## src/design/rhht_pkg.sv

```systemverilog
// package for the robin hood hash table
// holds shared constants, status codes and controller/datapath command types
package rhht_pkg;

  localparam int unsigned TableSlotsDef = 64;
  localparam int unsigned ValueBitsDef  = 32;
  localparam int unsigned HashW         = 64;
  localparam int unsigned CmdW          = 2;
  localparam int unsigned StatusW       = 3;
  localparam int unsigned ReadValueW    = 32;
  localparam int unsigned WriteValueW   = 32;
  localparam int unsigned DistOutW      = 6;
  localparam int unsigned CountOutW     = 7;
  localparam int unsigned FillW         = 7;
  localparam logic [FillW-1:0] FillLimitReset = 7'd58;

  localparam logic [CmdW-1:0] CmdInsert = 2'd0;
  localparam logic [CmdW-1:0] CmdLookup = 2'd1;
  localparam logic [CmdW-1:0] CmdDelete = 2'd2;

  localparam logic [StatusW-1:0] StInserted = 3'd0;
  localparam logic [StatusW-1:0] StUpdated  = 3'd1;
  localparam logic [StatusW-1:0] StFound    = 3'd2;
  localparam logic [StatusW-1:0] StNotFound = 3'd3;
  localparam logic [StatusW-1:0] StDeleted  = 3'd4;
  localparam logic [StatusW-1:0] StFull     = 3'd5;

  typedef enum logic [2:0] {
    OpNone,
    OpStart,
    OpStep,
    OpWriteValue,
    OpPlace,
    OpShift,
    OpClear,
    OpMark
  } dp_op_e;

  typedef struct packed {
    dp_op_e op;
  } dp_cmd_t;

  typedef struct packed {
    logic empty;
    logic match;
    logic poorer;
    logic shift_end;
    logic last_probe;
  } dp_status_t;

endpackage

```

## src/design/rhht_ctrl.sv

```systemverilog
// controller: sequences search, update, placement and backward shift
// depends on rhht_pkg
module rhht_ctrl import rhht_pkg::*; #(
  parameter int unsigned TableSlots = TableSlotsDef,
  parameter int unsigned ValueBits  = ValueBitsDef,
  localparam int unsigned DistW     = $clog2(TableSlots) + 1
) (
  input  logic                  clk_i,
  input  logic                  rst_ni,
  input  logic                  req_valid_i,
  output logic                  req_ready_o,
  input  logic [CmdW-1:0]       req_cmd_i,
  input  logic                  rsp_ready_i,
  output logic                  rsp_valid_o,
  output logic [StatusW-1:0]    rsp_status_o,
  output logic [ReadValueW-1:0] rsp_value_o,
  output logic [DistOutW-1:0]   rsp_dist_o,
  output logic [CountOutW-1:0]  rsp_count_o,
  input  logic [FillW-1:0]      fill_limit_i,
  output dp_cmd_t               dp_cmd_o,
  input  dp_status_t            dp_status_i,
  input  logic [ValueBits-1:0]  slot_value_i,
  input  logic [DistW-1:0]      slot_dist_i,
  input  logic [DistW-1:0]      probe_dist_i
);

  typedef enum logic [2:0] {
    SIdle,
    SSearch,
    SPlace,
    SShift,
    SResp
  } state_e;

  localparam int unsigned CntW = $clog2(TableSlots + 1);

  state_e               state_q;
  logic [CmdW-1:0]      cmd_q;
  logic [CntW-1:0]      count_q;
  logic [StatusW-1:0]   status_q;
  logic [ReadValueW-1:0] value_q;
  logic [DistOutW-1:0]  dist_q;

  logic full;
  assign full = (CntW'(count_q) >= CntW'(fill_limit_i) && (CntW >= FillW ||
                 fill_limit_i <= FillW'(count_q))) ||
                count_q >= CntW'(TableSlots);

  assign req_ready_o  = state_q == SIdle;
  assign rsp_valid_o  = state_q == SResp;
  assign rsp_status_o = status_q;
  assign rsp_value_o  = value_q;
  assign rsp_dist_o   = dist_q;
  assign rsp_count_o  = CountOutW'(count_q);

  always_comb begin
    dp_cmd_o.op = OpNone;
    case (state_q)
      SIdle: begin
        if (req_valid_i) dp_cmd_o.op = OpStart;
      end
      SSearch: begin
        if (dp_status_i.empty || dp_status_i.poorer) begin
          dp_cmd_o.op = (cmd_q == CmdInsert && !full) ? OpPlace : OpNone;
        end else if (dp_status_i.match) begin
          case (cmd_q)
            CmdInsert: dp_cmd_o.op = OpWriteValue;
            CmdDelete: dp_cmd_o.op = OpMark;
            default:   dp_cmd_o.op = OpNone;
          endcase
        end else if (!dp_status_i.last_probe) begin
          dp_cmd_o.op = OpStep;
        end
      end
      SPlace: dp_cmd_o.op = OpPlace;
      SShift: dp_cmd_o.op = dp_status_i.shift_end ? OpClear : OpShift;
      default: dp_cmd_o.op = OpNone;
    endcase
  end

  always_ff @(posedge clk_i or negedge rst_ni) begin
    if (!rst_ni) begin
      state_q  <= SIdle;
      cmd_q    <= CmdInsert;
      count_q  <= '0;
      status_q <= StNotFound;
      value_q  <= '0;
      dist_q   <= '0;
    end else begin
      case (state_q)
        SIdle: begin
          if (req_valid_i) begin
            cmd_q    <= req_cmd_i;
            status_q <= StNotFound;
            value_q  <= '0;
            dist_q   <= '0;
            state_q  <= (req_cmd_i == CmdInsert || req_cmd_i == CmdLookup ||
                         req_cmd_i == CmdDelete) ? SSearch : SResp;
          end
        end
        SSearch: begin
          if (dp_status_i.empty || dp_status_i.poorer) begin
            if (cmd_q == CmdInsert) begin
              if (full) begin
                status_q <= StFull;
                state_q  <= SResp;
              end else begin
                status_q <= StInserted;
                dist_q   <= DistOutW'(probe_dist_i);
                count_q  <= count_q + 1'b1;
                state_q  <= dp_status_i.empty ? SResp : SPlace;
              end
            end else begin
              state_q <= SResp;
            end
          end else if (dp_status_i.match) begin
            dist_q <= DistOutW'(slot_dist_i);
            case (cmd_q)
              CmdInsert: begin
                status_q <= StUpdated;
                state_q  <= SResp;
              end
              CmdLookup: begin
                status_q <= StFound;
                value_q  <= ReadValueW'(slot_value_i);
                state_q  <= SResp;
              end
              default: begin
                status_q <= StDeleted;
                count_q  <= count_q - 1'b1;
                state_q  <= SShift;
              end
            endcase
          end else if (dp_status_i.last_probe) begin
            if (cmd_q == CmdInsert) status_q <= StFull;
            state_q <= SResp;
          end
        end
        SPlace: begin
          if (dp_status_i.empty) state_q <= SResp;
        end
        SShift: begin
          if (dp_status_i.shift_end) state_q <= SResp;
        end
        SResp: begin
          if (rsp_ready_i) state_q <= SIdle;
        end
        default: state_q <= SIdle;
      endcase
    end
  end

endmodule
```

## config.mk

```make
export PLATFORM = sky130hd
export DESIGN_NAME = rhht_ctrl
export DESIGN_NICKNAME = d
export VERILOG_FILES = /design/src/design/rhht_pkg.sv /design/src/design/rhht_ctrl.sv
export SDC_FILE = /design/constraint.sdc
export NUM_CORES = 1
export LEC_CHECK = 0
export ABC_CLOCK_PERIOD_IN_PS = 2800
export BUFFER_PORTS_ARGS = -buffer_cell sky130_fd_sc_hd__buf_4
export CAP_MARGIN = 20
export CORE_MARGIN = 2
export CORE_UTILIZATION = 40
export CTS_BUF_LIST = sky130_fd_sc_hd__clkbuf_4 sky130_fd_sc_hd__clkbuf_8 sky130_fd_sc_hd__clkbuf_16
export CTS_CLUSTER_DIAMETER = 60
export CTS_CLUSTER_SIZE = 10
export DETAILED_ROUTE_END_ITERATION = 16
export PLACE_DENSITY = 0.71
export SLEW_MARGIN = 30
export SYNTH_ARGS = -nofsm -noshare
export SYNTH_HDL_FRONTEND = slang
export SYNTH_SLANG_ARGS = --single-unit
```

## constraint.sdc

```tcl
create_clock -name clk_i -period 2.8 [get_ports clk_i]
set_clock_uncertainty 0.1 [all_clocks]
set_input_delay 0.28 -clock clk_i [delete_from_list [all_inputs] [get_ports clk_i]]
set_output_delay 0.28 -clock clk_i [all_outputs]
set_load 0.05 [all_outputs]
```

==> results_dict.tcl, run 1 <==
set metrics [dict create \
    r2r_start "rsp_count_o[6]$_DFFE_PN0P_" \
    grtUsageTotal 0.179 \
    critPathSlowestCell "dfrtp_2" \
    grt-ovfl-total 0 \
    drt.antenna.violating_nets 0 \
    root_buffer "clkbuf_8" \
    synth_nets 399 \
    finalMaxSlewViolations 0 \
    grt_max_degree 66 \
    wirelength_um 7090 \
    num_antenna_cells 0 \
    comb_power_share 0.586 \
    setup-tns-final_ns 0 \
    dieArea_sq_um 7920 \
    synth_area_leader_cell "dfrtp_1" \
    wl_per_cell_um 13.4 \
    sw_frac_of_total 0.492 \
    yosysUniqueCellTypes 50 \
    synth_edf_count 0 \
    crit_arrival_ns 2.28 \
    finalCritPeriodShare 0.951 \
    num_vias 2573 \
    worstPathCellList "ha_1, a211oi_1, o21ai_1, a211oi_2, a21boi_1, o32ai_4, buf_6" \
    synth_area_sq_um 2890 \
    crit_fanout 4 \
    drive_gt1_frac 0.345 \
    ir_drop_mv 0.360 \
    ios 117 \
    clock_power_share 0.125 \
    hold_class "in2reg" \
    synthCells 322 \
    first_iter_violations 102 \
    via_per_inst 4.85 \
    antenna_found_initial 0 \
    cts_tree "done" \
    dieWidth_um 89.0 \
    pwr-share-seq 0.289 \
    avgSynthCellArea_sq_um 8.97 \
    cp-end-kind "output port" \
    status "complete, no violations" \
    first_pass_iters 4 \
    clkTransAtPathRegs_ns 0.09 \
    power.density_nw_per_um2 1050 \
    rsz0062_at_grt "false" \
    cp.required_ns 2.42 \
    postCtsSetupRepairBufs 0 \
    max_stage_delay_ns 0.44 \
    yosysWarnings 0 \
    hold_viol_final 0 \
    timing.final.crit_period_ns 2.66 \
    dp_hpwl_um 5270 \
    clk_latency_ns 0.30 \
    die_y_um 89.0 \
    holdPathEnd "cmd_q[0]$_DFFE_PN0P_" \
    drc_errors 0 \
    nNetsFinal 511 \
    areaGrowthSynthToFinish_pct 38.6 \
    numCtsBuffers 5 \
    grt_pass1_vias 2328 \
    start_kind "flip-flop" \
    p_int_mw 2.14 \
    p_sw_mw 2.07 \
    start_util 0.418 \
    path_class "reg2out" \
    rows 30 \
    ctsLongestPathBuffers 2 \
    fmax_mhz 375 \
    portBuffers 114 \
    grt_pass1_wl_um 11100 \
    gp_congestion 0.846 \
    max-cap-violations 0 \
    synth-seq-cells 53 \
    min_from "req_cmd_i[0]" \
    synth_top_cells_by_area "dfrtp_1 (44%), nand2_1 (12%), o21ai_0 (7.1%), ha_1 (5.2%), mux2_2 (3.1%)" \
    htree_levels 2 \
    worstMarginPinSlew_ns 0.677 \
    synthArstFlopShare 1.00 \
    ff2ff_path_depth 7 \
    hold_depth 3 \
    setup_violations 0 \
    core_sq_um 6910 \
    fin_util 0.580 \
    yosys.cell_count.top_type "nand2_1" \
    clock_sinks 53 \
    timing.rr.end "rsp_count_o[5]$_DFFE_PN0P_" \
    synthFlopType "dfrtp_1" \
    synth.top_cell.area_share 0.442 \
    rrSetupSlack_ns 0.43 \
    p_leak_nw 1.98 \
    synth_common_cells "nand2_1 (90), dfrtp_1 (51), o21ai_0 (41), inv_1 (14), a21oi_1 (13)" \
    ys_seq_area_frac 0.460 \
    slew_headroom 0.549 \
    fillers 658 \
]
==> cell usage in the layout (no fill, tap or decap), types with 3 or more instances in the layout <==
cell	n
ha_1	12
dfrtp_1	50
xnor2_1	5
o21ai_0	40
o21a_1	3
nand2_1	90
nor3_1	4
inv_1	14
clkbuf_8	5
buf_4	119
o211ai_1	3
a21oi_1	13
mux2_2	8
nor2b_1	4
nor2_1	9
mux2_1	3
a211oi_1	3
==> logic make-up (layout without fill, tap and decap cells) <==
logic type,count (synthesis),in the layout,share of synthesized area
AND/OR/NAND/NOR,123,123,0.187
AO/OA/AOI/OAI,84,84,0.183
flip-flops,53,53,0.460
buffers and inverters,31,144,0.0463
adder cells (fa/ha/maj),13,13,0.0589
multiplexers,13,13,0.0498
XOR/XNOR,5,5,0.0152
==> stage by stage <==
step | setup slack, ns | instances | hold slack, ns | power [mW] | cell area (sq um)
after floorplan | 0.00934 | 322 | -0.116 | 2.97 | 2910
after global placement | 0.293 | 522 | 0.248 | 3.65 | 3870
after detailed placement | 0.321 | 522 | 0.267 | 3.69 | 3870
after CTS | 0.00374 | 531 | 0.0827 | 4.23 | 4000
after global routing | 0.0111 | 531 | 0.108 | 4.50 | 4010
final | 0.136 | 531 | 0.0937 | 4.21 | 4010
==> routing by layer <==
layer	wire (um)	vias up	track usage
met2	3330	73	0.280
met1	3300	1169	0.258
met3	378	5	0.0286
met5	0	-	0
li1	-	1326	-
met4	73	0	0.0529
==> final cells by class <==
type / instances / area [sq um] / share of cell area
clock buffers: 6 / 76.3 / 0.0191
clock inverters: 2 / 38.8 / 0.00968
inverters: 15 / 56.3 / 0.0141
multi-input cells: 238 / 1470 / 0.367
flip-flops and latches: 53 / 1330 / 0.332
well taps: 96 / 120 / 0.0300
repair buffers: 121 / 915 / 0.228
==> worst max path at each step <==
stage | startpoint | end | slack [ns] | depth (start not counted)
final | rsp_count_o[6]$_DFFE_PN0P_ | dp_cmd_o[2] | 0.14 | 7
after global routing | rsp_count_o[6]$_DFFE_PN0P_ | dp_cmd_o[2] | 0.01 | 7
after CTS | rsp_count_o[6]$_DFFE_PN0P_ | dp_cmd_o[2] | 0.004 | 7
after detailed placement | rsp_count_o[6]$_DFFE_PN0P_ | dp_cmd_o[2] | 0.32 | 7
after global placement | rsp_count_o[6]$_DFFE_PN0P_ | dp_cmd_o[2] | 0.29 | 7
after floorplan | rsp_count_o[0]$_DFFE_PN0P_ | dp_cmd_o[2] | 0.009 | 7
==> timing repair <==
| action | in CTS | in global routing |
|---|---|---|
| setup endpoints to repair | 1 | 1 |
| endpoints found under the hold margin | 51 | 0 |
| gates resized for setup | 1 | 3 |
| hold buffers | 1 | 0 |
==> flip-flops by register name (all words and copies together), names as in the netlist <==
register,count
cmd_q,2
rsp_count_o,7
rsp_dist_o,6
rsp_status_o,3
rsp_value_o,32
state_q,3
==> power groups by stage <==
stage	registers [mW]	clock network, mW	logic [mW]
2_1_floorplan	1.83	0	1.13
3_3_place_gp	1.22	0	2.43
3_5_place_dp	1.22	0	2.47
4_1_cts	1.22	0.542	2.47
5_1_grt	1.25	0.572	2.67
6_report	1.22	0.526	2.46
==> critical path, delay by kind of cell (launching register included) <==
kind                       cells  cell delay [ns]
buffers and inverters          1             0.19
DFF                            1             0.44
adders and majority gates      1             0.32
AOI/OAI and AO/OA              5             1.03
Power figures use the tool's default switching activity.
==> inputs of run 2 (changes only) <==
Settings changed: ABC_CLOCK_PERIOD_IN_PS 2800 to 2200, CORE_UTILIZATION 40 to 44, PLACE_DENSITY 0.71 to 0.77.
Clock period 2.8 ns to 2.2 ns, I/O delays scaled along.
==> results_dict.tcl, run 2 (synthesized netlist as in run 1, its figures left out) <==
set metrics [dict create \
    path_class "reg2out" \
    final_common_cell "buf_4" \
    wirelength_um 7720 \
    grt_pass1_wl_um 12600 \
    power.density_nw_per_um2 1370 \
    grtUsageMet3 0.0389 \
    cp.required_ns 1.88 \
    finalWorstSetupSlack_ns -0.153 \
    clkTransAtPathRegs_ns 0.09 \
    fin_util 0.681 \
    pre_cts_ws_ns -0.0503 \
    dp_hpwl_um 5710 \
    hold_depth 3 \
    ctsLongestPathBuffers 2 \
    areaGrowthSynthToFinish_pct 49.7 \
    grt-busiest-layer "met2" \
    die_y_um 85.0 \
    num_antenna_cells 0 \
    numCtsBuffers 5 \
    antenna_found_initial 0 \
    cp-end-kind "output port" \
    drive_gt1_frac 0.439 \
    violations "negative setup slack" \
    portBuffers 114 \
    cp_common_cell "a211oi_2" \
    status "finished with violations" \
    max-cap-violations 0 \
    fillers 519 \
    slew_headroom 0.542 \
    start_kind "flip-flop" \
    core_sq_um 6350 \
    finalMaxSlewViolations 0 \
    root_buffer "clkbuf_8" \
    wl_per_cell_um 14.3 \
    mostFrequentLayoutCells "buf_4 (144), nand2_1 (90), dfrtp_1 (44)" \
    drt.antenna.violating_nets 0 \
    crit_arrival_ns 2.03 \
    grt_max_degree 66 \
    holdPathEnd "cmd_q[0]$_DFFE_PN0P_" \
    finalCritPeriodShare 1.07 \
    timing.final.crit_period_ns 2.35 \
    clk_latency_ns 0.31 \
    nNetsFinal 538 \
    gp_congestion 0.850 \
    seq_area_sq_um 1340 \
    rrSetupSlack_ns 0.06 \
    crit_fanout 2 \
    max_stage_delay_ns 0.43 \
    critPathSlowestCell "dfrtp_2" \
    worstPathCellList "ha_4, a211oi_2, o21ai_2, a211oi_2, a21boi_2, o32ai_4, buf_6" \
    clock_sinks 53 \
    num_vias 2765 \
    via_per_inst 5.13 \
    cts_tree "done" \
    timing.rr.end "rsp_count_o[2]$_DFFE_PN0P_" \
    htree_levels 2 \
    rows 29 \
    grtUsageTotal 0.216 \
    hold_viol_final 0 \
    fmax_mhz 425 \
    grt_use_met2 0.356 \
    ios 117 \
    first_iter_violations 123 \
    p_leak_nw 2.14 \
    hold-worst-slack_ns 0.0176 \
    first_pass_iters 4 \
    dieArea_sq_um 7230 \
    r2r_start "rsp_count_o[6]$_DFFE_PN0P_" \
    rsz0062_at_grt "true" \
    ff2ff_path_depth 8 \
    min_from "req_cmd_i[0]" \
    grt-ovfl-total 0 \
    start_util 0.455 \
    multi_input_area_sq_um 1580 \
    met1_usage 0.286 \
    dieWidth_um 85.0 \
    hold_class "in2reg" \
    largest_reg_flops 32 \
    ir_drop_mv 1.09 \
    worstMarginPinSlew_ns 0.687 \
    grt_pass1_vias 2711 \
    setup_violations 1 \
    drc_errors 0 \
]
[run 2: critical path, delay by kind of cell (launching register included)]
kind	cells	cell delay, ns
AO/OA/AOI/OAI	5	0.87
adder cells (fa/ha/maj)	1	0.22
buffers and inverters	1	0.19
flip-flops	1	0.43
[run 2: routing by layer]
metal / routed length [um] / share of wire
met1: 3480 / 0.45
met2: 3730 / 0.48
met3: 368 / 0.048
met4: 127 / 0.016
met5: 0 / 0
[run 2: power breakdown]
part	switching [mW]	internal [mW]	total, mW
Sequential	0.205	1.29	1.49
Clock	0.336	0.355	0.691
Combinational	2.30	1.44	3.74
[run 2: worst max path at each step]
| stage | depth (start not counted) | start | slack [ns] | to |
|---|---|---|---|---|
| 2_1_floorplan | 6 | rsp_count_o[6]$_DFFE_PN0P_ | -0.09 | dp_cmd_o[2] |
| 3_3_place_gp | 9 | dp_status_i[2] | 0.01 | rsp_count_o[6]$_DFFE_PN0P_ |
| 3_5_place_dp | 8 | dp_status_i[2] | -0.05 | rsp_dist_o[2]$_DFFE_PN0P_ |
| 4_1_cts | 7 | rsp_count_o[6]$_DFFE_PN0P_ | -0.20 | dp_cmd_o[2] |
| 5_1_grt | 7 | rsp_count_o[6]$_DFFE_PN0P_ | -0.24 | dp_cmd_o[2] |
| 6_report | 7 | rsp_count_o[6]$_DFFE_PN0P_ | -0.15 | dp_cmd_o[2] |
[run 2: layout make-up]
cell class                 instances  share of cell area
clock buffer                       6              0.0176
clock inverter                     2             0.00897
inverter                          15              0.0136
multi-input combinational        238               0.366
sequential                        53               0.309
tap                               77              0.0223
timing repair buffer             148               0.262
[run 2: what timing repair did]
| item | in CTS | in global routing |
|---|---|---|
| endpoints found under the setup margin | 1 | 12 |
| gates resized for setup | 7 | 11 |
| pin swaps | 2 | 3 |
| hold buffers | 1 | 0 |
| hold endpoints to repair | 51 | 0 |
| buffers inserted | 4 | 2 |
[run 2: through the flow]
stage | cells | cell area, sq um | TNS, ns | power (mW)
3_5_place_dp | 524 | 4070 | -0.358 | 5.00
5_1_grt | 539 | 4330 | -0.394 | 6.28
2_1_floorplan | 322 | 2970 | -0.0918 | 3.84
6_report | 539 | 4330 | -0.153 | 5.92
4_1_cts | 537 | 4270 | -0.210 | 5.82
3_3_place_gp | 524 | 4070 | 0 | 4.90
